<file path="config.mk">
export PLATFORM = sky130hd
export DESIGN_NAME = pixel_to_ascii_text_renderer
export DESIGN_NICKNAME = d
export VERILOG_FILES = /design/src/sv/p2a_pkg.sv /design/src/sv/p2a_front.sv /design/src/sv/p2a_queue.sv /design/src/sv/p2a_back.sv /design/src/sv/pixel_to_ascii_text_renderer.sv
export SDC_FILE = /design/constraint.sdc
export NUM_CORES = 1
export LEC_CHECK = 0
export ABC_AREA = 1
export ABC_CLOCK_PERIOD_IN_PS = 9100
export BUFFER_PORTS_ARGS = -buffer_cell sky130_fd_sc_hd__buf_2
export CAP_MARGIN = 20
export CORE_UTILIZATION = 55
export DETAILED_ROUTE_END_ITERATION = 12
export GPL_TIMING_DRIVEN = 0
export PLACE_DENSITY_LB_ADDON = 0.05
export SLEW_MARGIN = 10
export SYNTH_ARGS = -nofsm -noshare
export SYNTH_HDL_FRONTEND = slang
export SYNTH_SLANG_ARGS = --single-unit
</file>
<file path="constraint.sdc">
create_clock -name clk -period 9.1 [get_ports clk]
set_input_delay 1.365 -clock clk [delete_from_list [all_inputs] [get_ports clk]]
set_output_delay 1.365 -clock clk [all_outputs]
set_load 0.02 [all_outputs]
</file>
<file path="src/sv/p2a_pkg.sv">
`timescale 1ns / 1ps

package p2a_pkg;

	// Configuration register indexes
	localparam int CFG_INDEX_W = 1;
	localparam logic [CFG_INDEX_W-1:0] REG_COLOR_MODE = 1'd0;
	localparam logic [CFG_INDEX_W-1:0] REG_GRID_WIDTH = 1'd1;
	localparam int CFG_DATA_W = 11;
	localparam logic [10:0] GRID_WIDTH_RESET = 11'd80;

	// Ramp characters defined, darkest first
	localparam int RAMP_DEFINED = 10;

	// Fixed text bytes
	localparam logic [7:0] CH_ESC = 8'h1B;
	localparam logic [7:0] CH_LBR = 8'h5B;
	localparam logic [7:0] CH_SEMI = 8'h3B;
	localparam logic [7:0] CH_M = 8'h6D;
	localparam logic [7:0] CH_NL = 8'h0A;
	localparam logic [7:0] CH_0 = 8'h30;
	localparam logic [7:0] CH_2 = 8'h32;
	localparam logic [7:0] CH_3 = 8'h33;
	localparam logic [7:0] CH_8 = 8'h38;

	// Input word: one sampled pixel
	typedef struct packed {
		logic [7:0] red;
		logic [7:0] green;
		logic [7:0] blue;
	} pixel_t;

	// Output word: one text byte
	typedef struct packed {
		logic [7:0] text_byte;
		logic       last_of_run;
	} text_t;

	// Configuration as seen by the front
	typedef struct packed {
		logic        color_mode;
		logic [10:0] grid_width;
	} cfg_t;

	// Decimal digits of one color component
	typedef struct packed {
		logic       has_h;
		logic       has_t;
		logic [1:0] hund;
		logic [3:0] tens;
		logic [3:0] ones;
	} digits_t;

	// One classified pixel, handed from front to back
	typedef struct packed {
		logic       color;
		logic       row_end;
		logic [7:0] ch;
		digits_t    rd;
		digits_t    gd;
		digits_t    bd;
	} job_t;

	function automatic logic [7:0] ramp_char(input logic [3:0] i);
		logic [7:0] c;
		case (i)
			4'd0: c = 8'h20;
			4'd1: c = 8'h2E;
			4'd2: c = 8'h3A;
			4'd3: c = 8'h2D;
			4'd4: c = 8'h3D;
			4'd5: c = 8'h2B;
			4'd6: c = 8'h2A;
			4'd7: c = 8'h23;
			4'd8: c = 8'h25;
			default: c = 8'h40;
		endcase
		return c;
	endfunction

	// Split a byte into decimal digits with independent compares
	function automatic digits_t to_digits(input logic [7:0] v);
		digits_t d;
		logic [7:0] rem;
		logic [3:0] t;
		d.hund = (v >= 8'd200) ? 2'd2 : ((v >= 8'd100) ? 2'd1 : 2'd0);
		rem = v - 8'(d.hund) * 8'd100;
		t = 4'd0;
		for (int k = 1; k <= 9; k++) begin
			if (rem >= 8'(k * 10)) t = 4'(k);
		end
		d.tens = t;
		d.ones = 4'(rem - 8'(t) * 8'd10);
		d.has_h = (v >= 8'd100);
		d.has_t = (v >= 8'd10);
		return d;
	endfunction

endpackage

</file>
<file path="src/sv/p2a_front.sv">
`timescale 1ns / 1ps

module p2a_front #(
	parameter int MAX_COLUMNS = 1024,
	parameter int RAMP_SIZE = 10
) (
	input  logic            clk,
	input  logic            arst_n,
	input  logic            in_valid,
	output logic            in_stall,
	input  p2a_pkg::pixel_t in_word,
	input  p2a_pkg::cfg_t   cfg,
	output logic            job_valid,
	input  logic            job_ready,
	output p2a_pkg::job_t   job
);

	localparam int CW = (MAX_COLUMNS > 1) ? $clog2(MAX_COLUMNS) : 1;
	localparam int CMPW = (CW + 2 > 12) ? CW + 2 : 12;
	localparam int XW = $clog2(255 * (RAMP_SIZE - 1) + 1) + 1;

	logic             valid_s1;
	logic [7:0]       luma_s1;
	logic             color_s1;
	logic             row_end_s1;
	p2a_pkg::digits_t rd_s1, gd_s1, bd_s1;
	logic [CW-1:0]    col_q;

	logic             accept;
	logic [23:0]      luma_sum;
	logic [CMPW-1:0]  eff_w;
	logic             row_end;

	assign in_stall = valid_s1 && !job_ready;
	assign accept   = in_valid && !in_stall;

	// Q16 luma
	assign luma_sum = 24'd19595 * {16'd0, in_word.red}
		+ 24'd38470 * {16'd0, in_word.green}
		+ 24'd7471 * {16'd0, in_word.blue} + 24'd32768;

	// Effective row width, clamped to 1..MAX_COLUMNS
	always_comb begin
		if (cfg.grid_width == 11'd0) begin
			eff_w = CMPW'(1);
		end else if (CMPW'(cfg.grid_width) > CMPW'(MAX_COLUMNS)) begin
			eff_w = CMPW'(MAX_COLUMNS);
		end else begin
			eff_w = CMPW'(cfg.grid_width);
		end
	end

	assign row_end = (CMPW'(col_q) + CMPW'(1)) >= eff_w;

	// Column counter
	always_ff @(posedge clk or negedge arst_n) begin
		if (!arst_n) begin
			col_q <= '0;
		end else if (accept) begin
			col_q <= row_end ? '0 : col_q + CW'(1);
		end
	end

	// Stage 1: luma, digits and row end
	always_ff @(posedge clk or negedge arst_n) begin
		if (!arst_n) begin
			valid_s1 <= 1'b0;
		end else if (!in_stall) begin
			valid_s1 <= in_valid;
		end
	end

	always_ff @(posedge clk) begin
		if (accept) begin
			luma_s1    <= luma_sum[23:16];
			color_s1   <= cfg.color_mode;
			row_end_s1 <= row_end;
			rd_s1      <= p2a_pkg::to_digits(in_word.red);
			gd_s1      <= p2a_pkg::to_digits(in_word.green);
			bd_s1      <= p2a_pkg::to_digits(in_word.blue);
		end
	end

	// Ramp index: luma*(RAMP_SIZE-1)/255 by reciprocal and one correction
	logic [XW-1:0] prod, q0, q, rem;
	logic [3:0]    idx;

	always_comb begin
		prod = XW'(luma_s1) * XW'(RAMP_SIZE - 1);
		q0   = (prod + (prod >> 8)) >> 8;
		rem  = prod - q0 * XW'(255);
		q    = (rem >= XW'(255)) ? q0 + XW'(1) : q0;
		if (q >= XW'(p2a_pkg::RAMP_DEFINED)) begin
			idx = 4'(p2a_pkg::RAMP_DEFINED - 1);
		end else begin
			idx = 4'(q);
		end
	end

	assign job_valid   = valid_s1;
	assign job.color   = color_s1;
	assign job.row_end = row_end_s1;
	assign job.ch      = p2a_pkg::ramp_char(idx);
	assign job.rd      = rd_s1;
	assign job.gd      = gd_s1;
	assign job.bd      = bd_s1;

endmodule

</file>
<file path="src/sv/p2a_queue.sv">
`timescale 1ns / 1ps

module p2a_queue (
	input  logic          clk,
	input  logic          arst_n,
	input  logic          wr_valid,
	output logic          wr_ready,
	input  p2a_pkg::job_t wr_job,
	output logic          rd_valid,
	input  logic          rd_pop,
	output p2a_pkg::job_t rd_job
);

	p2a_pkg::job_t mem_q [2];
	logic          wptr_q, rptr_q;
	logic [1:0]    count_q;
	logic          do_wr, do_rd;

	assign wr_ready = (count_q != 2'd2);
	assign rd_valid = (count_q != 2'd0);
	assign do_wr    = wr_valid && wr_ready;
	assign do_rd    = rd_pop && rd_valid;
	assign rd_job   = mem_q[rptr_q];

	// Pointers and fill count
	always_ff @(posedge clk or negedge arst_n) begin
		if (!arst_n) begin
			wptr_q  <= 1'b0;
			rptr_q  <= 1'b0;
			count_q <= 2'd0;
		end else begin
			if (do_wr) wptr_q <= !wptr_q;
			if (do_rd) rptr_q <= !rptr_q;
			case ({do_wr, do_rd})
				2'b10: count_q <= count_q + 2'd1;
				2'b01: count_q <= count_q - 2'd1;
				default: count_q <= count_q;
			endcase
		end
	end

	always_ff @(posedge clk) begin
		if (do_wr) mem_q[wptr_q] <= wr_job;
	end

endmodule

</file>
<file path="src/sv/p2a_back.sv">
`timescale 1ns / 1ps

module p2a_back (
	input  logic           clk,
	input  logic           arst_n,
	input  logic           job_valid,
	output logic           job_pop,
	input  p2a_pkg::job_t  job,
	output logic           out_valid,
	input  logic           out_stall,
	output p2a_pkg::text_t out_word
);

	// Byte positions of one cell's text
	typedef enum logic [24:0] {
		SL_ESC     = 25'h0000001,
		SL_LBR     = 25'h0000002,
		SL_3       = 25'h0000004,
		SL_8       = 25'h0000008,
		SL_SEMI0   = 25'h0000010,
		SL_2       = 25'h0000020,
		SL_SEMI1   = 25'h0000040,
		SL_RH      = 25'h0000080,
		SL_RT      = 25'h0000100,
		SL_RO      = 25'h0000200,
		SL_SEMI2   = 25'h0000400,
		SL_GH      = 25'h0000800,
		SL_GT      = 25'h0001000,
		SL_GO      = 25'h0002000,
		SL_SEMI3   = 25'h0004000,
		SL_BH      = 25'h0008000,
		SL_BT      = 25'h0010000,
		SL_BO      = 25'h0020000,
		SL_M       = 25'h0040000,
		SL_CHAR    = 25'h0080000,
		SL_RST_ESC = 25'h0100000,
		SL_RST_LBR = 25'h0200000,
		SL_RST_0   = 25'h0400000,
		SL_RST_M   = 25'h0800000,
		SL_NL      = 25'h1000000
	} slot_t;

	slot_t          slot_q;
	logic           fresh_q;
	logic           out_valid_q;
	p2a_pkg::text_t out_q;

	slot_t          cur, nxt;
	logic           last;
	logic [7:0]     byte_v;
	logic           load, emit;

	// A new job starts at its first slot
	assign cur = fresh_q ? (job.color ? SL_ESC : SL_CHAR) : slot_q;

	// Next slot, skipping leading zeros and the reset sequence
	always_comb begin
		unique case (cur)
			SL_SEMI1: nxt = job.rd.has_h ? SL_RH : (job.rd.has_t ? SL_RT : SL_RO);
			SL_SEMI2: nxt = job.gd.has_h ? SL_GH : (job.gd.has_t ? SL_GT : SL_GO);
			SL_SEMI3: nxt = job.bd.has_h ? SL_BH : (job.bd.has_t ? SL_BT : SL_BO);
			SL_CHAR:  nxt = job.color ? SL_RST_ESC : SL_NL;
			default:  nxt = slot_t'({cur[23:0], 1'b0});
		endcase
	end

	assign last = (cur == SL_CHAR && !job.row_end) || (cur == SL_NL);

	// Byte at the current slot
	always_comb begin
		unique case (cur) inside
			SL_ESC, SL_RST_ESC:                 byte_v = p2a_pkg::CH_ESC;
			SL_LBR, SL_RST_LBR:                 byte_v = p2a_pkg::CH_LBR;
			SL_3:                               byte_v = p2a_pkg::CH_3;
			SL_8:                               byte_v = p2a_pkg::CH_8;
			SL_2:                               byte_v = p2a_pkg::CH_2;
			SL_SEMI0, SL_SEMI1, SL_SEMI2, SL_SEMI3: byte_v = p2a_pkg::CH_SEMI;
			SL_RH: byte_v = p2a_pkg::CH_0 | {6'd0, job.rd.hund};
			SL_RT: byte_v = p2a_pkg::CH_0 | {4'd0, job.rd.tens};
			SL_RO: byte_v = p2a_pkg::CH_0 | {4'd0, job.rd.ones};
			SL_GH: byte_v = p2a_pkg::CH_0 | {6'd0, job.gd.hund};
			SL_GT: byte_v = p2a_pkg::CH_0 | {4'd0, job.gd.tens};
			SL_GO: byte_v = p2a_pkg::CH_0 | {4'd0, job.gd.ones};
			SL_BH: byte_v = p2a_pkg::CH_0 | {6'd0, job.bd.hund};
			SL_BT: byte_v = p2a_pkg::CH_0 | {4'd0, job.bd.tens};
			SL_BO: byte_v = p2a_pkg::CH_0 | {4'd0, job.bd.ones};
			SL_M, SL_RST_M:                     byte_v = p2a_pkg::CH_M;
			SL_CHAR:                            byte_v = job.ch;
			SL_RST_0:                           byte_v = p2a_pkg::CH_0;
			SL_NL:                              byte_v = p2a_pkg::CH_NL;
			default:                            byte_v = p2a_pkg::CH_NL;
		endcase
	end

	assign load    = !out_valid_q || !out_stall;
	assign emit    = load && job_valid;
	assign job_pop = emit && last;

	// Slot sequencer
	always_ff @(posedge clk or negedge arst_n) begin
		if (!arst_n) begin
			fresh_q <= 1'b1;
			slot_q  <= SL_ESC;
		end else if (emit) begin
			fresh_q <= last;
			slot_q  <= nxt;
		end
	end

	// Output register
	always_ff @(posedge clk or negedge arst_n) begin
		if (!arst_n) begin
			out_valid_q <= 1'b0;
		end else if (load) begin
			out_valid_q <= job_valid;
		end
	end

	always_ff @(posedge clk) begin
		if (emit) begin
			out_q.text_byte   <= byte_v;
			out_q.last_of_run <= last;
		end
	end

	assign out_valid = out_valid_q;
	assign out_word  = out_q;

endmodule

</file>
<file path="src/sv/pixel_to_ascii_text_renderer.sv">
`timescale 1ns / 1ps

// Pixel to text renderer with a ten-step luminance ramp and optional
// 24-bit ANSI foreground color.
// Input channel: one RGB pixel word per handshake (in_valid / in_stall),
// in raster order. Output channel: one text byte word per handshake
// (out_valid / out_stall); last_of_run marks the final byte of a pixel.
// Configuration: cfg_we with cfg_index / cfg_data writes color_mode or
// grid_width; write only while the block is idle.
// The first byte of a pixel passes the luma stage, the job queue and then
// the output register before out_valid rises.
// Throughput: one output byte per cycle while the receiver does not stall,
// set by the back-end byte sequencer. A pixel gives 1 byte in plain mode
// (2 at row end) and 14 to 20 bytes in color mode (19 to 25 at row end),
// depending on the digit counts of its components. The front accepts one
// pixel per cycle until the two-entry job queue fills.
// Reset clears the column counter, sets color_mode to 0 and grid_width to
// 80, and empties the pipeline. When the receiver stalls, the output word
// holds and the front keeps accepting until the queue is full.
module pixel_to_ascii_text_renderer #(
	parameter int MAX_COLUMNS = 1024,
	parameter int RAMP_SIZE = 10
) (
	input  logic                             clk,
	input  logic                             arst_n,
	input  logic                             in_valid,
	output logic                             in_stall,
	input  p2a_pkg::pixel_t                  in_word,
	output logic                             out_valid,
	input  logic                             out_stall,
	output p2a_pkg::text_t                   out_word,
	input  logic                             cfg_we,
	input  logic [p2a_pkg::CFG_INDEX_W-1:0]  cfg_index,
	input  logic [p2a_pkg::CFG_DATA_W-1:0]   cfg_data
);

	logic          color_q;
	logic [10:0]   width_q;
	p2a_pkg::cfg_t cfg;

	logic          fj_valid, fj_ready;
	p2a_pkg::job_t fj;
	logic          bj_valid, bj_pop;
	p2a_pkg::job_t bj;

	// Configuration registers
	always_ff @(posedge clk or negedge arst_n) begin
		if (!arst_n) begin
			color_q <= 1'b0;
			width_q <= p2a_pkg::GRID_WIDTH_RESET;
		end else if (cfg_we) begin
			unique case (cfg_index)
				p2a_pkg::REG_COLOR_MODE: color_q <= cfg_data[0];
				p2a_pkg::REG_GRID_WIDTH: width_q <= cfg_data;
				default: ;
			endcase
		end
	end

	assign cfg.color_mode = color_q;
	assign cfg.grid_width = width_q;

	p2a_front #(
		.MAX_COLUMNS (MAX_COLUMNS),
		.RAMP_SIZE   (RAMP_SIZE)
	) u_front (
		.clk       (clk),
		.arst_n    (arst_n),
		.in_valid  (in_valid),
		.in_stall  (in_stall),
		.in_word   (in_word),
		.cfg       (cfg),
		.job_valid (fj_valid),
		.job_ready (fj_ready),
		.job       (fj)
	);

	p2a_queue u_queue (
		.clk      (clk),
		.arst_n   (arst_n),
		.wr_valid (fj_valid),
		.wr_ready (fj_ready),
		.wr_job   (fj),
		.rd_valid (bj_valid),
		.rd_pop   (bj_pop),
		.rd_job   (bj)
	);

	p2a_back u_back (
		.clk       (clk),
		.arst_n    (arst_n),
		.job_valid (bj_valid),
		.job_pop   (bj_pop),
		.job       (bj),
		.out_valid (out_valid),
		.out_stall (out_stall),
		.out_word  (out_word)
	);

endmodule

</file>
Yosys cells after proc, flatten, opt, wreduce, memory -nomap -nowiden --
Memories as Yosys holds them, arrays and structs flattened. Index checks and enable logic that the tools add are counted.
Operators by class: $add $sub $neg 16, multiply operators 11, divide/modulo/power cells 0, order comparisons 40, eq/ne operators 28, shifts and indexed selects 0, mux-type cells 55, bitwise operators 1, reductions and logical operators 25
Operators with widths (number):
- 8-bit case mux with 18 select lines | 1
- 25-bit two-way mux | 5
- 25-bit case mux with 4 select lines | 1
- 8-bit by 7-bit >= comparator with 1-bit output (second input constant) | 12
- 8-bit by 6-bit >= comparator with 1-bit output (second input constant) | 9
- 8-bit by 4-bit >= comparator with 1-bit output (second input constant) | 6
- 8-bit by 5-bit >= comparator with 1-bit output (second input constant) | 6
- 15-bit by 8-bit multiplier with 23-bit output (first input constant) | 2
- 4-bit two-way mux | 10
- 3-bit two-way mux | 12
- 25-bit by 1-bit equality test with 1-bit output (second input constant) | 1
- 25-bit by 10-bit equality test with 1-bit output (second input constant) | 1
- 25-bit by 11-bit equality test with 1-bit output (second input constant) | 1
- 25-bit by 12-bit equality test with 1-bit output (second input constant) | 1
- 25-bit by 13-bit equality test with 1-bit output (second input constant) | 1
- 25-bit by 14-bit equality test with 1-bit output (second input constant) | 1
- 25-bit by 15-bit equality test with 1-bit output (second input constant) | 1
- 25-bit by 16-bit equality test with 1-bit output (second input constant) | 1
- 25-bit by 17-bit equality test with 1-bit output (second input constant) | 1
- 25-bit by 18-bit equality test with 1-bit output (second input constant) | 1
- 25-bit by 19-bit equality test with 1-bit output (second input constant) | 1
- 25-bit by 2-bit equality test with 1-bit output (second input constant) | 1
- 25-bit by 20-bit equality test with 1-bit output (second input constant) | 1
- 25-bit by 21-bit equality test with 1-bit output (second input constant) | 1
- other kinds (54) | 98
Storage, ports and cells: register bits after elaboration 109, bits in latches 0, bits in writable memories 92, memory bits (read-only) 112, memories kept 2
Memories:
- (name not given) | depth 16, width 7, rd ports 1, clocked after Yosys merged registers in 0, wr ports 0, line p2a_pkg.sv:66 | case (i)
- u_queue.mem_q | depth 2, width 46, rd ports 1, clocked after Yosys merged registers in 0, wr ports 1, line p2a_queue.sv:14 | p2a_pkg::job_t mem_q [2];

Longest topological paths before layout --
Gate-level depths: netlist of the first run.
depth after elaboration 18, gate-level depth with buffers 50, gate-level depth less buffers 50

Modules after synthesis --
A second synthesis of the first run with hierarchy kept.
Second synthesis, totals: cells, all modules 2181, area, all modules 19422.4 um^2
By module, submodules not included:
- p2a_front | times used 1, cells each 1437, area an instance 12482.0 um^2
- p2a_queue | times used 1, cells each 270, area an instance 3595.9 um^2
- p2a_back | times used 1, cells each 420, area an instance 2856.5 um^2
- pixel_to_ascii_text_renderer | times used 1, cells each 54, area an instance 488.0 um^2

Least setup slack after synthesis of the first run --
Ideal clock, no wire load.
kind reg2reg, start point reg u_front.luma_s1[2], end point mem u_queue.mem_q[0][38] in the netlist's numbering (data pin), arrival 7.673 ns, data required time 8.840 ns, setup slack 1.167 ns, cell stages (with the launch flop) 50, clock period less this slack 7.933 ns, cells stage by stage edfxtp_1 ha_1 ha_1 nand3_1 nand2_2 a21oi_1 o21ai_1 xor2_1 inv_1 ha_1 nand2_1 inv_1 nand3_1 nand2_1 nand2_1 nand2_1 nand3_2 nor2_1 (+14 left out) a21oi_1 nor2_1 nor2_1 xnor2_2 nand3_1 nor2_2 nand3_1 nand2_4 inv_2 nand3_2 nand2_4 nand2_1 inv_1 ha_1 inv_1 o21ai_0 nor2_1 nor2_1
RTL lines:
- from (decl) | line p2a_front.sv:23 | logic [7:0] luma_s1;
- from (signal assigned) | line p2a_front.sv:75 | luma_s1 <= luma_sum[23:16];
- to (decl) | line p2a_queue.sv:14

==> summary.md, run 1 <==
| Metric | Value |
|---|---|
| Total routed wirelength | `40500 um` |
| Average cell area after synthesis | `9.22 um^2` |
| Number of nets at the end of the flow | `2557` |
| Startpoint types | `flip-flop` |
| Count of state elements after synthesis | `198` |
| Final HPWL DP | `33300 um` |
| Prevailing post-synth register cell | `edfxtp_1` |
| Final setup viols | `0` |
| Area growth from synthesis to final layout | `8.73%` |
| Overall overflow remaining after global route | `0` |
| Max Clk Rate | `119 MHz` |
| Count of input and output buffers | `50` |
| CP Class | `reg2reg` |
| Largest stage delay on the critical path | `550 ps` |
| Register cell area after layout | `5680 um^2` |
| Asr flop ratio synth | `0.273` |
| Starting density of the core | `0.558` |
| # rows | `67` |
| Clk_lat worst skew | `440 ps` |
| Final max-slew violation count | `0` |
| Clock root buffer master | `clkbuf_16` |
| Length of the first detailed-routing pass in iterations | `5` |
| Transition at the pin with the smallest max-transition slack | `978 ps` |
| CTS Sinks | `198` |
| Buffer levels on the longest clock path | `2` |
| Most common cell after layout, fill and taps aside | `inv_1` |
| Part of the cycle the worst path needs | `0.926` |
| H-tree levels | `4` |
| End of the worst hold path | `u_queue.mem_q[0][25]` |
| Worst hold stages | `0` |
| Pin count of the biggest net entering global routing | `55` |
| Slowest stage cell on the critical path | `fa_2` |
| Routed Antenna Nets | `0` |
| Antenna diode instance count | `0` |
| Final worst-path setup slack | `675 ps` |
| Number of flops mapped to enable cells by yosys | `144` |
| Number of unique standard cell types used by synthesis | `60` |
| Main area contributors after synthesis | `edfxtp_1, ha_1, fa_1` |
| Yosys warnings | `0` |
| Data required time of the worst path | `9390 ps` |
| Die area | `34800 um^2` |
| Fraction of post-synthesis cell area in the top cell type by area | `0.231` |
| Startpoint of the worst register-to-register path | `u_front.luma_s1[3]` |
| Number of vias per cell after detailed routing | `5.27` |
| Minimum setup slack among reg-to-reg paths | `680 ps` |
| Placement Cell Area | `19600 um^2` |
| Final GP Congestion | `0.932` |
| Final min period | `8420 ps` |
| Mean routed wirelength per cell | `15.8 um` |
| Footprint of the multi-input gates | `11300 um^2` |
| Hold Vio Cnt, Final | `0` |
| Post-synth design cell area | `18700 um^2` |
| Share of synthesized area occupied by flip-flops and latches | `0.303` |
| Overall Global Routing Usage | `0.246` |
| Filler cell count | `2982` |
| Startpoint of the most critical hold path | `u_front.job[25]` |
| Most frequent cells in the layout | `inv_1, ha_1, nand2_1` |
| Total I/O pin count | `52` |
| Post-synth top area cell | `edfxtp_1` |
| Global-route wire length before repair | `68500 um` |
| Total via count after detailed routing | `13566` |
| Number of buffers created by CTS | `17` |
| Worst setup slack after placement | `-0.0133 ps` |
| Antenna violations before repair | `0` |
| Post-route setup TNS | `0 ps` |
| Via count of the first global-routing pass | `13610` |
| Number of maximum-capacitance violations | `0` |
| Rel. slew slack | `0.348` |
| Worst-path maximum fanout | `7` |
| DRC | `0` |
| Setup skew after layout | `16.0 ps` |
| Post-route cell area | `20400 um^2` |
| Element type at the critical path end | `flip-flop` |
| Count of cells along the worst register-to-register path | `49` |
| CP Data Arrival Time | `8720 ps` |
| Core outline area | `33500 um^2` |
| X dimension of the die | `187 um` |
| TritonCTS clock tree | `done` |
| FF-to-FF End | `u_queue.mem_q[0][38]` |
| Status | `completed` |
| Gate count of the mapped netlist | `2031` |
| Share of cells above drive strength 1 | `0.0819` |
| Number of violations reported at the end of detailed-routing iteration 0 | `706` |
| Die Span Y | `187 um` |
| Hold Crit Class | `reg2reg` |
| Clock transition at the registers of the reported paths | `80 ps` |
## critical path: cells and delay by family (launching register included)
kind / cells / cell delay, ps
fa+ha+maj: 8 / 3130
simple gates: 21 / 2030
compound gates: 10 / 1500
buf+inv: 8 / 790
flops: 1 / 420
xor+xnor: 2 / 380
## state kept, by name, indices dropped and copies added (netlist names)
name,count
u_queue.rptr_q,1
u_front.color_s1,1
u_front.row_end_s1,1
u_back.out_word,8
u_front.luma_s1,8
u_front.job,36
u_queue.count_q,2
width_q,11
u_front.job_valid,1
u_queue.mem_q,90
color_q,1
u_front.col_q,10
u_back.fresh_q,1
u_queue.wptr_q,1
u_back.slot_q,25
u_back.out_valid,1
## layout make-up
type,instances,area share
clock buffers,17,0.0209
repair buffers,57,0.0168
clock inverters,15,0.00940
well taps,448,0.0275
plain buffers,22,0.00541
inverters,472,0.0870
flip-flops and latches,198,0.279
multi-input cells,1343,0.554
## worst max-delay path by stage
stage	cells past startpoint	to	start	slack [ps]
floorplan	49	u_queue.mem_q[0][38]	u_front.luma_s1[2]	1170
global route	49	u_queue.mem_q[0][38]	u_front.luma_s1[3]	-30
detailed placement	49	u_queue.mem_q[0][38]	u_front.luma_s1[2]	-0.01
finish	49	u_queue.mem_q[0][38]	u_front.luma_s1[3]	680
CTS	49	u_queue.mem_q[0][38]	u_front.luma_s1[2]	120
global placement	49	u_queue.mem_q[0][38]	u_front.luma_s1[2]	120
## kinds of logic (layout without fill, tap and decap cells)
logic type,after synthesis,after routing,share of synthesized area
other cells,2,6,0.000401
mux,25,25,0.0140
xor+xnor,76,76,0.0364
fa+ha+maj,405,405,0.328
flops,198,198,0.303
compound gates,251,251,0.0780
simple gates,580,580,0.139
buf+inv,494,583,0.100
## timing repair
item	in CTS	in global routing
buffers inserted	0	4
setup endpoints to repair	6	14
hold buffers	0	0
pin swaps	0	1
resized for setup	2	12
## Yosys cell counts, drive strengths merged, types with 2 or more instances
| cell | instances |
|---|---|
| clkinv | 2 |
| o311ai | 4 |
| buf | 11 |
| and3 | 2 |
| nor4 | 23 |
| o21a | 3 |
| fa | 143 |
| clkbuf | 11 |
| xor2 | 62 |
| a21boi | 2 |
| nand4 | 18 |
| or2 | 9 |
| dfrtp | 50 |
| conb | 2 |
| o21ai | 91 |
| dfstp | 4 |
| ha | 262 |
| a41oi | 2 |
| a211oi | 2 |
| a21o | 10 |
| o2111ai | 3 |
| o32ai | 11 |
| inv | 470 |
| nand3 | 80 |
| nand2 | 241 |
| mux2 | 9 |
| a311oi | 3 |
| o211ai | 7 |
| o21bai | 4 |
| nor3 | 37 |
| a21oi | 91 |
| edfxtp | 144 |
| xnor2 | 14 |
| a22oi | 2 |
| a31oi | 13 |
| nand3b | 4 |
| mux2i | 16 |
| nor2 | 165 |
## metrics by stage
stage	instances	utilization	hold WS (ps)
2_1_floorplan	2035	-	421
3_3_place_gp	2533	0.583	424
3_5_place_dp	2536	0.585	430
4_1_cts	2568	0.604	443
5_1_grt	2572	0.607	456
6_report	2572	0.607	437
## layer usage
layer  routed length [um]  track usage  vias up  share of wire
met5                    0            0        -              0
met4                  469       0.0482        0          0.012
met3                 1390       0.0263       36          0.034
met2                19500        0.411      269           0.48
met1                19200        0.350     6503           0.47
li1                     -            -     6758              -
Power of run 1 is not shown: default switching activity piles up to over one toggle a cycle in this logic, so the estimate is an artifact.
==> inputs of run 2 (changes only) <==
--- a/config.mk
+++ b/config.mk
@@ -9,7 +9,7 @@
 export ABC_CLOCK_PERIOD_IN_PS = 9100
 export BUFFER_PORTS_ARGS = -buffer_cell sky130_fd_sc_hd__buf_2
 export CAP_MARGIN = 20
-export CORE_UTILIZATION = 55
+export CORE_UTILIZATION = 60
 export DETAILED_ROUTE_END_ITERATION = 12
 export GPL_TIMING_DRIVEN = 0
 export PLACE_DENSITY_LB_ADDON = 0.05
==> summary.md, run 2 (same netlist as run 1, synthesis figures left out) <==
| Metric | Value |
|---|---|
| Status | `completed` |
| Overall Global Routing Usage | `0.272 (+0.0253)` |
| Pin count of the biggest net entering global routing | `56 (+1.8%)` |
| Clk_lat worst skew | `450 ps (about the same)` |
| Core outline area | `30700 um^2 (-8.5%)` |
| Number of vias per cell after detailed routing | `5.39 (+2.3%)` |
| Mean routed wirelength per cell | `16.2 um (+2.7%)` |
| Buffer levels on the longest clock path | `2 (unchanged)` |
| Startpoint of the most critical hold path | `u_front.job[27]` |
| H-tree levels | `4 (unchanged)` |
| Largest stage delay on the critical path | `660 ps (+110 ps)` |
| # rows | `64 (-4.5%)` |
| CTS Sinks | `198 (unchanged)` |
| Element type at the critical path end | `flip-flop` |
| Number of flip-flops under the largest register name | `90 (unchanged)` |
| Worst-path maximum fanout | `7 (unchanged)` |
| Data required time of the worst path | `9400 ps (about the same)` |
| X dimension of the die | `179 um (-4.2%)` |
| Clock root buffer master | `clkbuf_16` |
| Length of the first detailed-routing pass in iterations | `5 (unchanged)` |
| Final GP Congestion | `0.906 (-2.8%)` |
| Number of maximum-capacitance violations | `0 (unchanged)` |
| TritonCTS clock tree | `done` |
| Final setup viols | `0 (unchanged)` |
| Global-route wire length before repair | `66800 um (-2.5%)` |
| FF-to-FF End | `u_queue.mem_q[1][38]` |
| Minimum setup slack among reg-to-reg paths | `760 ps (+90 ps)` |
| Number of buffers created by CTS | `17 (unchanged)` |
| CP Data Arrival Time | `8630 ps (-90 ps)` |
| Worst hold stages | `0 (unchanged)` |
| RSZ-0062 raised after global routing | `no` |
| Setup skew after layout | `13.6 ps (-2.37 ps)` |
| Post-route setup TNS | `0 ps (unchanged)` |
| Hold Crit Class | `reg2reg` |
| End of the worst hold path | `u_queue.mem_q[1][27]` |
| Transition at the pin with the smallest max-transition slack | `960 ps (-17.6 ps)` |
| Most common cell after layout, fill and taps aside | `inv_1` |
| Starting density of the core | `0.610 (+0.0521)` |
| Share of cells above drive strength 1 | `0.0811 (-0.000865)` |
| DRC | `0 (unchanged)` |
| Die Span Y | `179 um (-4.2%)` |
| Antenna violations before repair | `0 (unchanged)` |
| Number of violations reported at the end of detailed-routing iteration 0 | `846 (+20%)` |
| CP Class | `reg2reg` |
| Final max-slew violation count | `0 (unchanged)` |
| Most frequent cells in the layout | `inv_1, ha_1, nand2_1` |
| Total I/O pin count | `52 (unchanged)` |
| Hold Vio Cnt, Final | `0 (unchanged)` |
| Rel. slew slack | `0.360 (+0.0118)` |
| Slowest stage cell on the critical path | `fa_2` |
| Routed Antenna Nets | `0 (unchanged)` |
| Total via count after detailed routing | `13582 (+0.12%)` |
| Die area | `31900 um^2 (-8.2%)` |
| Area growth from synthesis to final layout | `8.55%` |
| Filler cell count | `2565 (-14%)` |
| Antenna diode instance count | `0 (unchanged)` |
| Number of nets at the end of the flow | `2555 (-0.078%)` |
| Final HPWL DP | `33300 um (about the same)` |
| Startpoint types | `flip-flop` |
| CP dominant cell by count | `nand2_1` |
| Count of cells along the worst register-to-register path | `51 (+4.1%)` |
| Count of input and output buffers | `50 (unchanged)` |
| Part of the cycle the worst path needs | `0.916 (-0.00944)` |
| Final min period | `8340 ps (-85.9 ps)` |
| Max Clk Rate | `120 MHz (+1.0%)` |
| Final Util | `0.663 (+0.0556)` |
| Largest Register | `u_queue.mem_q` |
| Via count of the first global-routing pass | `13452 (-1.2%)` |
| Overall overflow remaining after global route | `0 (unchanged)` |
| Startpoint of the worst register-to-register path | `u_front.luma_s1[3]` |
| Clock transition at the registers of the reported paths | `90 ps (about the same)` |
| Total routed wirelength | `40800 um (+0.56%)` |
## run 2: cell types whose count changed in the layout (fill, tap and decap cells not counted), moves of 2 or more
cell / delta
inv_6: -2
buf_4: -3
inv_16: +4
clkinv_4: -2
## run 2: worst max-delay path: cells and delay by family, from the launching register on
| kind | cells | cell delay [ps] |
|---|---|---|
| AOI/OAI and AO/OA | 10 | 1530 |
| DFF | 1 | 420 |
| and+or+nand+nor | 22 | 2070 |
| adders and majority gates | 8 | 2910 |
| xor gates and xnor gates | 3 | 550 |
| buffers and inverters | 8 | 700 |
## run 2: area by class of cell
cell class	instances	area (um^2)	share of cell area
plain buffers	22	113	0.00554
flip-flops and latches	198	5680	0.279
clock inverters	15	241	0.0119
clock buffers	17	425	0.0209
repair buffers	55	325	0.0160
inverters	472	1770	0.0872
well taps	396	495	0.0244
multi-input cells	1343	11300	0.555
## run 2: how the worst max path moves through the flow
stage                           end  slack (ps)          startpoint  depth (start not counted)
2_1_floorplan  u_queue.mem_q[0][38]        1170  u_front.luma_s1[2]                         49
3_3_place_gp   u_queue.mem_q[0][38]         210  u_front.luma_s1[2]                         49
3_5_place_dp   u_queue.mem_q[0][38]         110  u_front.luma_s1[2]                         50
4_1_cts        u_queue.mem_q[1][38]          30  u_front.luma_s1[2]                         50
5_1_grt        u_queue.mem_q[1][38]           4  u_front.luma_s1[6]                         50
6_report       u_queue.mem_q[1][38]         760  u_front.luma_s1[3]                         51
## run 2: metrics by stage
stage	std cells	hold WS [ps]	area [um^2]	setup slack [ps]
2_1_floorplan	2035	421	18700	1170
4_1_cts	2516	446	20200	28.2
3_5_place_dp	2484	430	19600	115
6_report	2518	445	20300	761
3_3_place_gp	2481	425	19500	211
5_1_grt	2518	454	20300	3.61
## run 2: routing by layer
layer	vias to the layer above	routed length [um]	global-route usage
met5	-	0	0
met4	0	647	0.0576
met2	272	19800	0.464
li1	6736	-	-
met1	6530	19000	0.374
met3	44	1350	0.0288
## run 2: repair_timing
action                     in CTS  in global routing
setup endpoints to repair       0                 14
setup buffers                   0                  2
gates resized for setup         0                 14
hold buffers                    0                  0
Power of run 2 is left out for the same reason.
